===== src/hw/rtl/sshd_pkg.sv =====
`timescale 1ns / 1ps
`default_nettype none
// ----------------------------------------------------------------------------
// sshd_pkg
// Shared types and constants for the SSH binary packet deframer.
// ----------------------------------------------------------------------------
package sshd_pkg;

  // Framing phase, one-hot
  typedef enum logic [4:0] {
    PH_LEN     = 5'b00001,
    PH_PAD     = 5'b00010,
    PH_FIRST   = 5'b00100,
    PH_PAYLOAD = 5'b01000,
    PH_SKIP    = 5'b10000
  } phase_e;

  // Result status codes
  typedef enum logic [2:0] {
    ST_DATA       = 3'd0,
    ST_DISCONNECT = 3'd1,
    ST_UNEXPECTED = 3'd2,
    ST_OVERSIZE   = 3'd3,
    ST_BADPAD     = 3'd4,
    ST_UNAUTH     = 3'd5
  } status_e;

  // Message types screened on the first payload byte
  localparam logic [7:0] MSG_DISCONNECT = 8'd1;
  localparam logic [7:0] MSG_IGNORE     = 8'd2;
  localparam logic [7:0] MSG_DEBUG      = 8'd4;

  // Register map (word index)
  localparam logic [1:0] REG_MAX_LEN  = 2'd0;
  localparam logic [1:0] REG_UNAUTH   = 2'd1;
  localparam logic [1:0] REG_AUTH     = 2'd2;
  localparam logic [1:0] REG_EXP_TYPE = 2'd3;

  localparam int unsigned ADDR_W = 4;

  // Register reset values
  localparam logic [19:0] MAX_LEN_RST  = 20'd35000;
  localparam logic [7:0]  UNAUTH_RST   = 8'd30;
  localparam logic        AUTH_RST     = 1'b0;
  localparam logic [7:0]  EXP_TYPE_RST = 8'd0;

  typedef struct packed {
    logic [19:0] max_len;
    logic [7:0]  unauth_limit;
    logic        authorized;
    logic [7:0]  expected_type;
  } cfg_t;

  typedef struct packed {
    logic [7:0]  payload_byte;
    logic        last;
    status_e     status;
    logic [31:0] packet_index;
  } res_t;

endpackage : sshd_pkg
`default_nettype wire


===== src/hw/rtl/sshd_cfg.sv =====
`timescale 1ns / 1ps
`default_nettype none
// ----------------------------------------------------------------------------
// sshd_cfg
// APB register bank: packet length limit, unauthenticated limit, auth flag,
// expected message type.
// ----------------------------------------------------------------------------
module sshd_cfg (
  input  wire                        clk_i,
  input  wire                        rst_ni,
  input  wire                        psel,
  input  wire                        penable,
  input  wire                        pwrite,
  input  wire  [sshd_pkg::ADDR_W-1:0] paddr,
  input  wire  [31:0]                pwdata,
  output logic [31:0]                prdata,
  output logic                       pready,
  output sshd_pkg::cfg_t             cfg_o
);
  import sshd_pkg::*;

  cfg_t       cfg_q;
  logic       wr_en;
  logic [1:0] reg_idx;

  assign pready  = 1'b1;
  assign wr_en   = psel && penable && pwrite;
  assign reg_idx = paddr[3:2];
  assign cfg_o   = cfg_q;

  always_ff @(posedge clk_i or negedge rst_ni) begin
    if (!rst_ni) begin
      cfg_q.max_len       <= MAX_LEN_RST;
      cfg_q.unauth_limit  <= UNAUTH_RST;
      cfg_q.authorized    <= AUTH_RST;
      cfg_q.expected_type <= EXP_TYPE_RST;
    end else if (wr_en) begin
      case (reg_idx)
        REG_MAX_LEN:  cfg_q.max_len       <= pwdata[19:0];
        REG_UNAUTH:   cfg_q.unauth_limit  <= pwdata[7:0];
        REG_AUTH:     cfg_q.authorized    <= pwdata[0];
        REG_EXP_TYPE: cfg_q.expected_type <= pwdata[7:0];
        default: ;
      endcase
    end
  end

  always_comb begin
    case (reg_idx)
      REG_MAX_LEN:  prdata = {12'd0, cfg_q.max_len};
      REG_UNAUTH:   prdata = {24'd0, cfg_q.unauth_limit};
      REG_AUTH:     prdata = {31'd0, cfg_q.authorized};
      REG_EXP_TYPE: prdata = {24'd0, cfg_q.expected_type};
      default:      prdata = 32'd0;
    endcase
  end

endmodule : sshd_cfg
`default_nettype wire


===== src/hw/rtl/sshd_frame.sv =====
`timescale 1ns / 1ps
`default_nettype none
// ----------------------------------------------------------------------------
// sshd_frame
// Per-byte framing state machine: length, padding, type screen, payload,
// padding skip. Sticky halt on any error or disconnect.
// ----------------------------------------------------------------------------
module sshd_frame (
  input  wire                  clk_i,
  input  wire                  rst_ni,
  input  wire                  step_i,
  input  wire  [7:0]           byte_i,
  input  sshd_pkg::cfg_t       cfg_i,
  output logic                 emit_o,
  output sshd_pkg::res_t       res_o
);
  import sshd_pkg::*;

  phase_e      phase_q, phase_d;
  logic [31:0] len_q, len_d;
  logic [1:0]  cnt_q, cnt_d;
  logic [7:0]  pad_left_q, pad_left_d;
  logic [19:0] pay_left_q, pay_left_d;
  logic        discard_q, discard_d;
  logic [31:0] pkt_cnt_q, pkt_cnt_d;
  logic        halted_q, halted_d;

  always_ff @(posedge clk_i or negedge rst_ni) begin
    if (!rst_ni) begin
      phase_q    <= PH_LEN;
      len_q      <= '0;
      cnt_q      <= '0;
      pad_left_q <= '0;
      pay_left_q <= '0;
      discard_q  <= 1'b0;
      pkt_cnt_q  <= '0;
      halted_q   <= 1'b0;
    end else begin
      phase_q    <= phase_d;
      len_q      <= len_d;
      cnt_q      <= cnt_d;
      pad_left_q <= pad_left_d;
      pay_left_q <= pay_left_d;
      discard_q  <= discard_d;
      pkt_cnt_q  <= pkt_cnt_d;
      halted_q   <= halted_d;
    end
  end

  always_comb begin
    logic        do_pay;
    logic        pay_drop;
    logic        drop_type;
    logic        last;
    logic        next_pkt;
    logic        fail;
    status_e     st;
    logic [7:0]  pbyte;

    phase_d    = phase_q;
    len_d      = len_q;
    cnt_d      = cnt_q;
    pad_left_d = pad_left_q;
    pay_left_d = pay_left_q;
    discard_d  = discard_q;
    pkt_cnt_d  = pkt_cnt_q;
    halted_d   = halted_q;
    do_pay     = 1'b0;
    pay_drop   = discard_q;
    drop_type  = (byte_i == MSG_IGNORE) || (byte_i == MSG_DEBUG);
    last       = (pay_left_q == 20'd1);
    next_pkt   = 1'b0;
    fail       = 1'b0;
    st         = ST_DATA;
    pbyte      = byte_i;
    emit_o     = 1'b0;

    if (step_i && !halted_q) begin
      case (phase_q)
        PH_LEN: begin
          len_d = {len_q[23:0], byte_i};
          cnt_d = cnt_q + 2'd1;
          if (cnt_q == 2'd3) begin
            pkt_cnt_d = pkt_cnt_q + 32'd1;
            if (len_d > {12'd0, cfg_i.max_len}) begin
              fail  = 1'b1;
              st    = ST_OVERSIZE;
              pbyte = 8'd0;
            end else begin
              phase_d = PH_PAD;
            end
          end
        end
        PH_PAD: begin
          if (len_q <= ({24'd0, byte_i} + 32'd1)) begin
            fail  = 1'b1;
            st    = ST_BADPAD;
            pbyte = 8'd0;
          end else begin
            // length already bounded by the 20-bit limit
            pay_left_d = len_q[19:0] - {12'd0, byte_i} - 20'd1;
            pad_left_d = byte_i;
            phase_d    = PH_FIRST;
          end
        end
        PH_FIRST: begin
          if (!cfg_i.authorized && (pkt_cnt_q > {24'd0, cfg_i.unauth_limit})) begin
            fail  = 1'b1;
            st    = ST_UNAUTH;
            pbyte = 8'd0;
          end else if (byte_i == MSG_DISCONNECT) begin
            fail = 1'b1;
            st   = ST_DISCONNECT;
          end else if (!drop_type && (cfg_i.expected_type != 8'd0) &&
                       (cfg_i.expected_type != byte_i)) begin
            fail = 1'b1;
            st   = ST_UNEXPECTED;
          end else begin
            discard_d = drop_type;
            pay_drop  = drop_type;
            do_pay    = 1'b1;
          end
        end
        PH_PAYLOAD: begin
          do_pay = 1'b1;
        end
        PH_SKIP: begin
          pad_left_d = pad_left_q - 8'd1;
          if (pad_left_q == 8'd1) begin
            next_pkt = 1'b1;
          end
        end
        default: begin
          next_pkt = 1'b1;
        end
      endcase

      if (do_pay) begin
        emit_o     = !pay_drop;
        pay_left_d = pay_left_q - 20'd1;
        if (last) begin
          if (pad_left_q == 8'd0) begin
            next_pkt = 1'b1;
          end else begin
            phase_d = PH_SKIP;
          end
        end else begin
          phase_d = PH_PAYLOAD;
        end
      end

      if (fail) begin
        halted_d = 1'b1;
        emit_o   = 1'b1;
      end

      if (next_pkt) begin
        phase_d    = PH_LEN;
        len_d      = '0;
        cnt_d      = '0;
        discard_d  = 1'b0;
        pay_left_d = '0;
        pad_left_d = '0;
      end
    end

    res_o.payload_byte = pbyte;
    res_o.last         = do_pay && last && !fail;
    res_o.status       = st;
    res_o.packet_index = pkt_cnt_d;
  end

endmodule : sshd_frame
`default_nettype wire


===== src/hw/rtl/ssh_packet_deframer_top.sv =====
`timescale 1ns / 1ps
`default_nettype none
// ----------------------------------------------------------------------------
// ssh_packet_deframer_top
// Deframes unencrypted SSH binary packets from a received byte stream and
// delivers the payload bytes with a last marker and a status code.
// ----------------------------------------------------------------------------
//
//  Channel | Direction | Handshake                | Payload
//  --------+-----------+--------------------------+------------------------------
//  in      | sink      | in_valid_i / in_stall_o  | rx_byte_i
//  out     | source    | out_valid_o / out_stall_i| payload_byte_o, last_of_payload_o,
//          |           |                          | status_o, packet_index_o
//  cfg     | APB slave | psel/penable/pready      | paddr, pwdata, prdata
//
//  One byte per cycle sustained while out_stall_i is low. An accepted byte sits
//  in the input register and is framed on its way into the result register,
//  which drives the output.
//  Reset clears framing state, packet count, halt flag and both valid bits;
//  registers return to their documented defaults.
//  Bytes of the length, padding-length and padding fields, and of dropped
//  (ignore/debug) payloads, give no transaction on the output unless they raise an error.
//  in_stall_o rises only while a result is held and out_stall_i is high.
//  After an error or a disconnect the block keeps taking bytes but drops
//  them until reset.
//
// ----------------------------------------------------------------------------
module ssh_packet_deframer_top (
  input  wire                        clk_i,
  input  wire                        rst_ni,
  // input byte stream
  input  wire                        in_valid_i,
  output logic                       in_stall_o,
  input  wire  [7:0]                 rx_byte_i,
  // result stream
  output logic                       out_valid_o,
  input  wire                        out_stall_i,
  output logic [7:0]                 payload_byte_o,
  output logic                       last_of_payload_o,
  output logic [2:0]                 status_o,
  output logic [31:0]                packet_index_o,
  // configuration
  input  wire                        psel,
  input  wire                        penable,
  input  wire                        pwrite,
  input  wire  [sshd_pkg::ADDR_W-1:0] paddr,
  input  wire  [31:0]                pwdata,
  output logic [31:0]                prdata,
  output logic                       pready
);
  import sshd_pkg::*;

  cfg_t       cfg;
  res_t       res;
  logic       emit;

  // input register
  logic       s1_valid_q, s1_valid_d;
  logic [7:0] s1_byte_q;

  // result register
  logic       out_valid_q, out_valid_d;
  res_t       out_res_q;

  logic       out_free;   // result register free, or emptied this cycle
  logic       step;       // input register hands its byte to the framer
  logic       in_take;    // input transaction completes

  assign out_free   = !out_valid_q || !out_stall_i;
  assign step       = s1_valid_q && out_free;
  assign in_stall_o = s1_valid_q && !out_free;
  assign in_take    = in_valid_i && !in_stall_o;

  always_comb begin
    s1_valid_d = s1_valid_q;
    if (in_take) begin
      s1_valid_d = 1'b1;
    end else if (step) begin
      s1_valid_d = 1'b0;
    end
  end

  always_comb begin
    out_valid_d = out_valid_q;
    if (out_free) begin
      out_valid_d = step && emit;
    end
  end

  always_ff @(posedge clk_i or negedge rst_ni) begin
    if (!rst_ni) begin
      s1_valid_q  <= 1'b0;
      out_valid_q <= 1'b0;
    end else begin
      s1_valid_q  <= s1_valid_d;
      out_valid_q <= out_valid_d;
    end
  end

  // payload registers: no reset
  always_ff @(posedge clk_i) begin
    if (in_take) begin
      s1_byte_q <= rx_byte_i;
    end
    if (step && emit) begin
      out_res_q <= res;
    end
  end

  sshd_cfg u_cfg (
    .clk_i   (clk_i),
    .rst_ni  (rst_ni),
    .psel    (psel),
    .penable (penable),
    .pwrite  (pwrite),
    .paddr   (paddr),
    .pwdata  (pwdata),
    .prdata  (prdata),
    .pready  (pready),
    .cfg_o   (cfg)
  );

  sshd_frame u_frame (
    .clk_i  (clk_i),
    .rst_ni (rst_ni),
    .step_i (step),
    .byte_i (s1_byte_q),
    .cfg_i  (cfg),
    .emit_o (emit),
    .res_o  (res)
  );

  assign out_valid_o       = out_valid_q;
  assign payload_byte_o    = out_res_q.payload_byte;
  assign last_of_payload_o = out_res_q.last;
  assign status_o          = out_res_q.status;
  assign packet_index_o    = out_res_q.packet_index;

endmodule : ssh_packet_deframer_top
`default_nettype wire


===== config.mk =====
export PLATFORM = sky130hd
export DESIGN_NAME = ssh_packet_deframer_top
export DESIGN_NICKNAME = d
export VERILOG_FILES = /design/src/hw/rtl/sshd_pkg.sv /design/src/hw/rtl/sshd_cfg.sv /design/src/hw/rtl/sshd_frame.sv /design/src/hw/rtl/ssh_packet_deframer_top.sv
export SDC_FILE = /design/constraint.sdc
export NUM_CORES = 1
export LEC_CHECK = 0
export ABC_CLOCK_PERIOD_IN_PS = 4800
export BUFFER_PORTS_ARGS = -buffer_cell sky130_fd_sc_hd__buf_2
export CAP_MARGIN = 25
export CORE_UTILIZATION = 27
export CTS_CLUSTER_DIAMETER = 60
export DETAILED_ROUTE_END_ITERATION = 16
export HOLD_SLACK_MARGIN = 0.02
export PLACE_DENSITY_LB_ADDON = 0.08
export SYNTH_ARGS = -nofsm -noshare
export SYNTH_HDL_FRONTEND = slang
export SYNTH_SLANG_ARGS = --single-unit
export TNS_END_PERCENT = 50

===== constraint.sdc =====
create_clock -name clk_i -period 4.8 [get_ports clk_i]
set_input_delay 0.96 -clock clk_i [delete_from_list [all_inputs] [get_ports clk_i]]
set_output_delay 0.96 -clock clk_i [all_outputs]
set_load 0.03 [all_outputs]

Word-level counts from Yosys, hierarchy flattened
Cells that the tools add are included.

Flip-flop bits (word level): 192. Output and inout bits: 79. Logic and storage cells: 153. Input port bits: 51.

Add/subtract/negate cells: 7. Reductions and logical operators: 39. Mux-type cells: 68. Eq/ne operators: 17. $lt $le $gt $ge: 3.

Operators by type and width (count): two-way mux 32 bit (5); one-hot mux 32 bit (4 select lines) (1); two-way mux 20 bit (4); two-way mux 8 bit (7); subtractor 20 x 1 -> 20 bit (second input constant) (2); two-way mux 5 bit (7); adder 32 x 1 -> 32 bit (second input constant) (1); greater-than comparator 32 x 20 -> 1 bit (1); greater-than comparator 32 x 8 -> 1 bit (1); <= comparator 32 bit (1); two-way mux 1 bit (29); one-hot mux 8 bit (3 select lines) (1); == test 20 x 1 -> 1 bit (second input constant) (1); subtractor 20 x 8 -> 20 bit (1); == test 8 x 1 -> 1 bit (second input constant) (2); one-hot mux 8 bit (2 select lines) (1); logical AND 1 bit (12); two-way mux 3 bit (4); AND reduction 2 bit (6); one-hot mux 5 bit (2 select lines) (1); adder 8 x 1 -> 9 bit (second input constant) (1); zero test 1 bit (9); one-hot mux 3 bit (3 select lines) (1); == test 8 x 2 -> 1 bit (second input constant) (1); other kinds (23) (34).

Logic depth before layout (Yosys ltp)
Gate-level depths: netlist (run 1).

Word-level depth: 15. Mapped depth: 15. Gate-level depth less buffers: 14.

By module
From an unflattened synthesis (run 1), not the netlist that was laid out.

Cells, all modules: 977. Area, all modules: 10488.8 um2.

Modules (own cells, without submodules): sshd_frame (area each 7026.7 um2, instances 1, sequential area each 2528.7 um2, cells each 775); sshd_cfg (area each 1801.7 um2, instances 1, sequential area each 938.4 um2, cells each 139); ssh_packet_deframer_top (area each 1660.3 um2, instances 1, sequential area each 1611.5 um2, cells each 63).

Least setup slack after synthesis (run 1)
Ideal clock, no wire load.

Kind: register -> register. Start point: register s1_byte_q[1]. End point: register out_res_q (netlist bit last_of_payload_o) (enable). Arrival: 3.348 ns. Path slack: 1.049 ns. Setup time: 0.402 ns. Period minus slack after synthesis: 3.751 ns. Data required time: 4.398 ns. Path buffers: 0. Stages on the path, launching flop included: 13. Cell sequence: edfxtp_1 > ha_1 > nand3_1 > nor3_1 > xnor2_1 > ha_1 > a211o_1 > o211ai_1 > a31oi_1 > a31oi_1 > a21oi_1 > a31o_2 > nand2_1.

Word-level cells in the longest chain between the ends: 15. Elaborated cells on any way between the ends: 34. Classes of those cells: add/sub: 1; order compare: 2; eq/ne: 4; mux: 21; reduce/logical: 6.

Ends and longest elaborated chain: start, declared (line ssh_packet_deframer_top.sv:59) `logic [7:0] s1_byte_q;`; start signal, assigned (line ssh_packet_deframer_top.sv:103) `s1_byte_q <= rx_byte_i;`; branches (longest 12 deep; another with <= comparator 32 bit); two-way mux 1 bit (*) (line sshd_frame.sv:152) `if (fail) begin`; two-way mux 1 bit (*) (line sshd_frame.sv:78) `if (step_i && !halted_q) begin`; logical AND 1 bit (*) (line ssh_packet_deframer_top.sv:105) `if (step && emit) begin`; end signal, assigned (line ssh_packet_deframer_top.sv:106) `out_res_q <= res;`; end, declared (line ssh_packet_deframer_top.sv:63) `res_t out_res_q;`.

Mark *: on every way between the ends. The select of a mux whose other input is x is not followed. A chain may end at the register's enable or synchronous reset.

Worst setup path after layout (run 1)
Start point: register s1_byte_q[0]. End point: register out_res_q (netlist bit packet_index_o[14]) (enable).

The elaborated chain is that of the path after synthesis.

==> flow_summary_export.csv, run 1 <==
group,metric,value,unit
logic_synthesis,ys_ff_latch,192,
critical_path,reg2reg_depth,13,
timing,skew,0.01203,ns
flow_run,drv_cap,0,
logic_synthesis,postSynthAreaPerCell,10.36,um^2
critical_path,cp-startpoint,"s1_byte_q[0]",
cells_and_area,nFillCells,4010,
logic_synthesis,synth_cell_types,78,
timing,hold_violations,0,
route,first_pass_iters,4,
route,vias,7752,
global_route,antenna_found_initial,0,
die,start_util,0.2762,
clocking,root_buffer,"clkbuf_16",
pwr,leakage,5.299,nW
run_status,status,"finished clean",
clocking,cts_tree,"built",
route,drc,0,
critical_path,critical_path.max_fanout,37,
critical_path,rrSetupSlack,0.78,ns
critical_path,crit_type,"register to register",
timing,whs,0.4932,ns
logic_synthesis,netlist_instances,1009,
placement,portBuffers,102,
timing,worstMarginPinSlew,0.9732,ns
route,ant_nets,0,
die,ios,130,
global_route,grt_max_degree,90,
pwr,power_frac_clock,0.262,
pwr,switchingPower,2.115,mW
cells_and_area,drive_gt1_frac,0.1785,
critical_path,cp_slowest_cell,"edfxtp_1",
min_path,holdCritStartpoint,"u_frame.len_q[27]",
global_route,first_global_vias,7732,
pwr,powerDensity,458.1,mW/mm^2
logic_synthesis,yosys.area.top_type,"dfrtp_1",
timing,slew_viol_final,0,
clocking,cts.sinks,192,
critical_path,path_cells,"inv_1 -> nor3_1 -> nand3_1 -> xnor2_1 -> ha_1 -> a211o_1 -> o211ai_1 -> a31oi_1 -> a31oi_1 -> a21oi_1 -> a31o_2 -> nand2_2 -> buf_12",
clocking,cts_resized,0,
timing,setup_violations,0,
logic_synthesis,synth_top_area_share,0.3088,
die,fp-row-count,71,
critical_path,cpMostUsedCell,"a31oi_1",
global_route,grt_use_total,0.1587,
cells_and_area,nets,1209,
cells_and_area,area_growth,15.69,%
global_route,grt.overflow.total,0,
clocking,clkTransAtPathRegs,0.07,ns
pwr,peakVddDrop,0.2085,mV
timing,finalCritPeriodShare,0.8365,
critical_path,reg2reg_to,"packet_index_o[14]",
clocking,htree_levels,4,
critical_path,required,4.94,ns
timing,period_needed,4.015,ns
pwr,p_comb_frac,0.328,
cells_and_area,antenna_cells,0,
timing,fmax,249.0,MHz
critical_path,slowest_delay,0.54,ns
critical_path,start_kind,"register",
route,routedWlPerCell,18.25,um
clocking,cts_buffer_depth,2,
logic_synthesis,ys.warnings.count,0,
min_path,hp-class,"register to register",
logic_synthesis,syn_area,0.01045,mm^2
logic_synthesis,synth_common_cells,"129 x dfrtp_1, 90 x nand2_1, 72 x o21ai_0",
route,drt-initial-drc-count,474,
timing,grt_setup_unrepaired,"false",
die,dieArea,0.03950,mm^2
critical_path,reg2reg_from,"s1_byte_q[0]",
route,wirelength,29670,um
clocking,clock_latency,0.46,ns
global_route,grt_pass1_wl,46950,um
pwr,seqPwrFrac,0.410,
die,fp.dieH,198.8,um
timing,relSlewSlack,0.3452,
logic_synthesis,async_flop_share,0.7292,
timing,totalNegativeSetupSlack,0,ns
clocking,cts_hold_buf,0,
die,dieWidth,198.8,um
pwr,swShare,0.3818,
die,fp.coreArea,0.03784,mm^2
critical_path,cp-end-kind,"register",
logic_synthesis,synth_ff_type,"dfrtp_1",
logic_synthesis,ys_top_cells_by_area,"dfrtp_1 31%, edfxtp_1 15%, ha_1 6.6%, a22o_1 4.1%, o21ai_0 3.4%",
placement,gp_congestion,0.7726,
clocking,numCtsBuffers,17,
critical_path,crit_end,"packet_index_o[14]",
route,vias_per_cell,4.768,
clocking,cts_setup_buffers,0,
logic_synthesis,synth_seq_area_share,0.4859,
logic_synthesis,synth.most_common_cell,"dfrtp_1",
critical_path,cp.arrival,4.15,ns
pwr,internal_power,3.425,mW
logic_synthesis,synth_edf_count,52,
placement,dp_hpwl,21480,um
cells in the final DEF (no fill, tap or decap), types with 6 or more instances in the layout:
cell type and instances:
a21o_1 7, a21oi_1 32, a22o_1 49, and2_1 6
and3_1 10, buf_2 101, buf_4 15, clkbuf_16 17
conb_1 13, dfrtp_1 129, dfstp_2 11, edfxtp_1 52
ha_1 55, inv_1 53, mux2_2 12, mux2i_1 10
nand2_1 89, nand2b_1 7, nand3_1 37, nand3b_1 7
nand4_1 15, nor2_1 58, nor3_1 41, nor4_1 23
o211ai_1 15, o21ai_0 72, or4_1 7, xnor2_1 41
xor2_1 23
routing by layer:
layer	GRT usage	up-vias	routed length, um
met5	0	-	0
met4	0.05185	0	444
met3	0.02374	18	753
met2	0.2470	123	13540
met1	0.2244	3767	14940
li1	-	3844	-
logic make-up after synthesis:
| logic type | after synthesis | synth area share |
|---|---|---|
| and+or+nand+nor | 339 | 0.1705 |
| adders and majority gates | 56 | 0.06775 |
| xor gates and xnor gates | 64 | 0.05363 |
| buffers and inverters | 110 | 0.04860 |
| other | 2 | 0.0007185 |
| AOI/OAI and AO/OA | 223 | 0.1483 |
| muxes | 23 | 0.02466 |
| DFF | 192 | 0.4859 |
worst max-delay path, delay by kind of cell (launching register included):
kind | cells | cell delay [ns]
compound gates | 6 | 1.51
buf+inv | 2 | 0.49
simple gates | 3 | 0.62
xor+xnor | 1 | 0.18
fa+ha+maj | 1 | 0.29
flops | 1 | 0.54
final cells by class:
cell class | count | area [um^2] | area share
Clock inverter | 14 | 148.9 | 0.01231
Inverter | 53 | 198.9 | 0.01645
Timing Repair Buffer | 120 | 680.7 | 0.05629
Clock buffer | 18 | 429.2 | 0.03549
Sequential cell | 192 | 5079 | 0.4200
Multi-Input combinational cell | 718 | 4917 | 0.4066
Tap cell | 511 | 639.4 | 0.05287
sequential cells by signal (all words and copies together) (netlist names), 2 cells and up:
| name | count |
|---|---|
| u_cfg.cfg_o | 37 |
| payload_byte_o | 8 |
| s1_byte_q | 8 |
| u_frame.pad_left_q | 8 |
| packet_index_o | 32 |
| u_frame.pay_left_q | 20 |
| u_frame.pkt_cnt_q | 32 |
| u_frame.len_q | 32 |
| u_frame.cnt_q | 2 |
| status_o | 3 |
| u_frame.phase_q | 5 |
worst min path at each step:
stage                        end  slack (ns)  cells after the start
2_1_floorplan   u_frame.halted_q        0.44                      1
3_3_place_gp    u_frame.halted_q        0.47                      1
3_5_place_dp   u_frame.len_q[27]        0.47                      1
4_1_cts         u_frame.halted_q        0.50                      1
5_1_grt        u_frame.len_q[27]        0.52                      1
6_report       u_frame.len_q[27]        0.49                      1
through the flow:
| stage | util | std cells | cell area, um^2 | setup WS [ns] | power [mW] |
|---|---|---|---|---|---|
| floorplan | - | 1020 | 10490 | 1.049 | 3.550 |
| global placement | 0.3040 | 1593 | 11500 | 0.8714 | 4.146 |
| detailed placement | 0.3040 | 1593 | 11500 | 0.8586 | 4.152 |
| CTS | 0.3192 | 1625 | 12080 | 0.8305 | 5.636 |
| global route | 0.3195 | 1626 | 12090 | 0.5497 | 5.943 |
| finish | 0.3195 | 1626 | 12090 | 0.7847 | 5.540 |
power groups by stage:
| stage | clock network (mW) | logic [mW] | registers (mW) |
|---|---|---|---|
| detailed placement | 0 | 1.84 | 2.31 |
| floorplan | 0 | 1.36 | 2.19 |
| finish | 1.45 | 1.82 | 2.27 |
| global placement | 0 | 1.84 | 2.31 |
| global route | 1.57 | 2.06 | 2.32 |
| CTS | 1.51 | 1.85 | 2.27 |
(Power assumes the default switching activity.)
==> run 2, diff against run 1 <==
Settings changed: ABC_CLOCK_PERIOD_IN_PS 4800 to 3800.
Clock period 4.8 ns to 3.8 ns, I/O delays scaled along.
==> flow_summary_export.csv, run 2 (synthesis gave the netlist of run 1 again) <==
group,metric,value,unit
run_status,status,"finished clean",
clocking,cts.sinks,192,
critical_path,critical_path.max_fanout,11,
die,start_util,0.2762,
global_route,antenna_found_initial,0,
route,drt-initial-drc-count,407,
global_route,grt_pass1_wl,46390,um
placement,place_area,0.01166,mm^2
critical_path,cp-end-kind,"register",
die,fp.dieH,198.8,um
cells_and_area,final_common_cell,"dfrtp_1",
route,vias,7830,
cells_and_area,finalNonFillerCells,1643,
route,drc,0,
clocking,htree_levels,4,
clocking,numCtsBuffers,17,
cells_and_area,utilization,0.3233,
placement,gp_congestion,0.8176,
cells_and_area,largest_reg_flops,37,
pwr,peakVddDrop,0.3560,mV
clocking,cts_tree,"built",
timing,relSlewSlack,0.4325,
clocking,clkTransAtPathRegs,0.08,ns
cells_and_area,drive_gt1_frac,0.1899,
timing,hold_violations,0,
critical_path,start_kind,"register",
critical_path,required,4.14,ns
clocking,cts_setup_buffers,0,
die,fp.coreArea,0.03784,mm^2
flow_run,drv_cap,0,
timing,fmax,286.6,MHz
pwr,leakage,5.389,nW
die,dieWidth,198.8,um
cells_and_area,antenna_cells,0,
timing,skew,0.01008,ns
die,ios,130,
timing,totalNegativeSetupSlack,0,ns
cells_and_area,design_area,0.01224,mm^2
critical_path,rrSetupSlack,0.31,ns
timing,grt_setup_unrepaired,"false",
timing,setup_violations,0,
timing,whs,0.3329,ns
placement,place_ws,0.2269,ns
timing,worst_slack,0.3107,ns
cells_and_area,area_growth,17.07,%
timing,worstMarginPinSlew,0.8423,ns
route,wirelength,29440,um
die,dieArea,0.03950,mm^2
global_route,grt_use_total,0.1563,
pwr,powerDensity,575.6,mW/mm^2
global_route,grt_max_degree,70,
cells_and_area,nets,1226,
cells_and_area,final_cell_mix,"129 x dfrtp_1, 101 x buf_2, 89 x nand2_1",
route,vias_per_cell,4.766,
placement,place_inst,1611,
pwr,p_total,7.044,mW
placement,dp_hpwl,21630,um
timing,period_needed,3.489,ns
route,first_pass_iters,4,
critical_path,cp.arrival,3.83,ns
clocking,root_buffer,"clkbuf_16",
timing,finalCritPeriodShare,0.9182,
clocking,cts_buffer_depth,2,
min_path,hp-class,"input port to asynchronous set/reset pin",
global_route,grt.overflow.total,0,
critical_path,crit_type,"register to register",
placement,portBuffers,102,
route,routedWlPerCell,17.92,um
clocking,clock_latency,0.45,ns
global_route,first_global_vias,7812,
die,fp-row-count,71,
timing,slew_viol_final,0,
route,ant_nets,0,
-- run 2: cell count changes in the layout (fill, tap and decap cells not counted), moves of 2 or more --
cell | previous run | this run
clkinv_4 | 4 | 1
buf_12 | 2 | 4
clkinv_1 | 0 | 2
buf_4 | 15 | 31
clkinv_2 | 1 | 5
inv_8 | 4 | 1
-- run 2: metal layers --
layer  up-vias  global-route usage  share of wire
li1       3872                   -              -
met1      3818              0.2195           0.50
met2       118              0.2431           0.45
met3        22             0.02475          0.026
met4         0             0.05242          0.017
met5         -                   0              0
-- run 2: worst max-delay path: stages, from the launching register on --
cell	delay, ns
edfxtp_1	0.48
inv_1	0.09
nor3_1	0.17
nand3_1	0.17
nor3_1	0.21
xnor2_1	0.10
ha_1	0.31
o211ai_1	0.12
a31oi_1	0.19
a31oi_1	0.18
buf_4	0.19
or2b_2	0.41
nand3b_2	0.16
nand2_1	0.19
a221o_1	0.41
-- run 2: power breakdown --
part	internal (mW)	switching [mW]
registers	2.47	0.389
logic	0.951	1.40
clock network	0.972	0.860
total	4.39	2.65
-- run 2: path summary, 6_finish.rpt --
path | endpoint | start | cells after the start
worst max-delay path | u_frame.pay_left_q[13] | s1_byte_q[0] | 14
worst min-delay path | u_frame.pay_left_q[15] | rst_ni | 1
min in group clk_i | u_frame.halted_q | u_frame.halted_q | 1
worst max register to register | u_frame.pay_left_q[13] | s1_byte_q[0] | 14
max in group asynchronous | u_cfg.cfg_o[12] | rst_ni | 2
worst min register to register | u_frame.halted_q | u_frame.halted_q | 1
-- run 2: layout make-up --
cell class | count | area, um^2
Tap cell | 511 | 639.4
Clock buffer | 18 | 429.2
Clock inverter | 14 | 138.9
Sequential cell | 192 | 5079
Inverter | 53 | 198.9
Fill cell | 3980 | 25610
Multi-Input combinational cell | 718 | 4922
Timing Repair Buffer | 137 | 829.5
-- run 2: what timing repair did --
item,CTS,global route
hold buffers,0,0
resized for setup,0,1
setup endpoints to repair,0,4
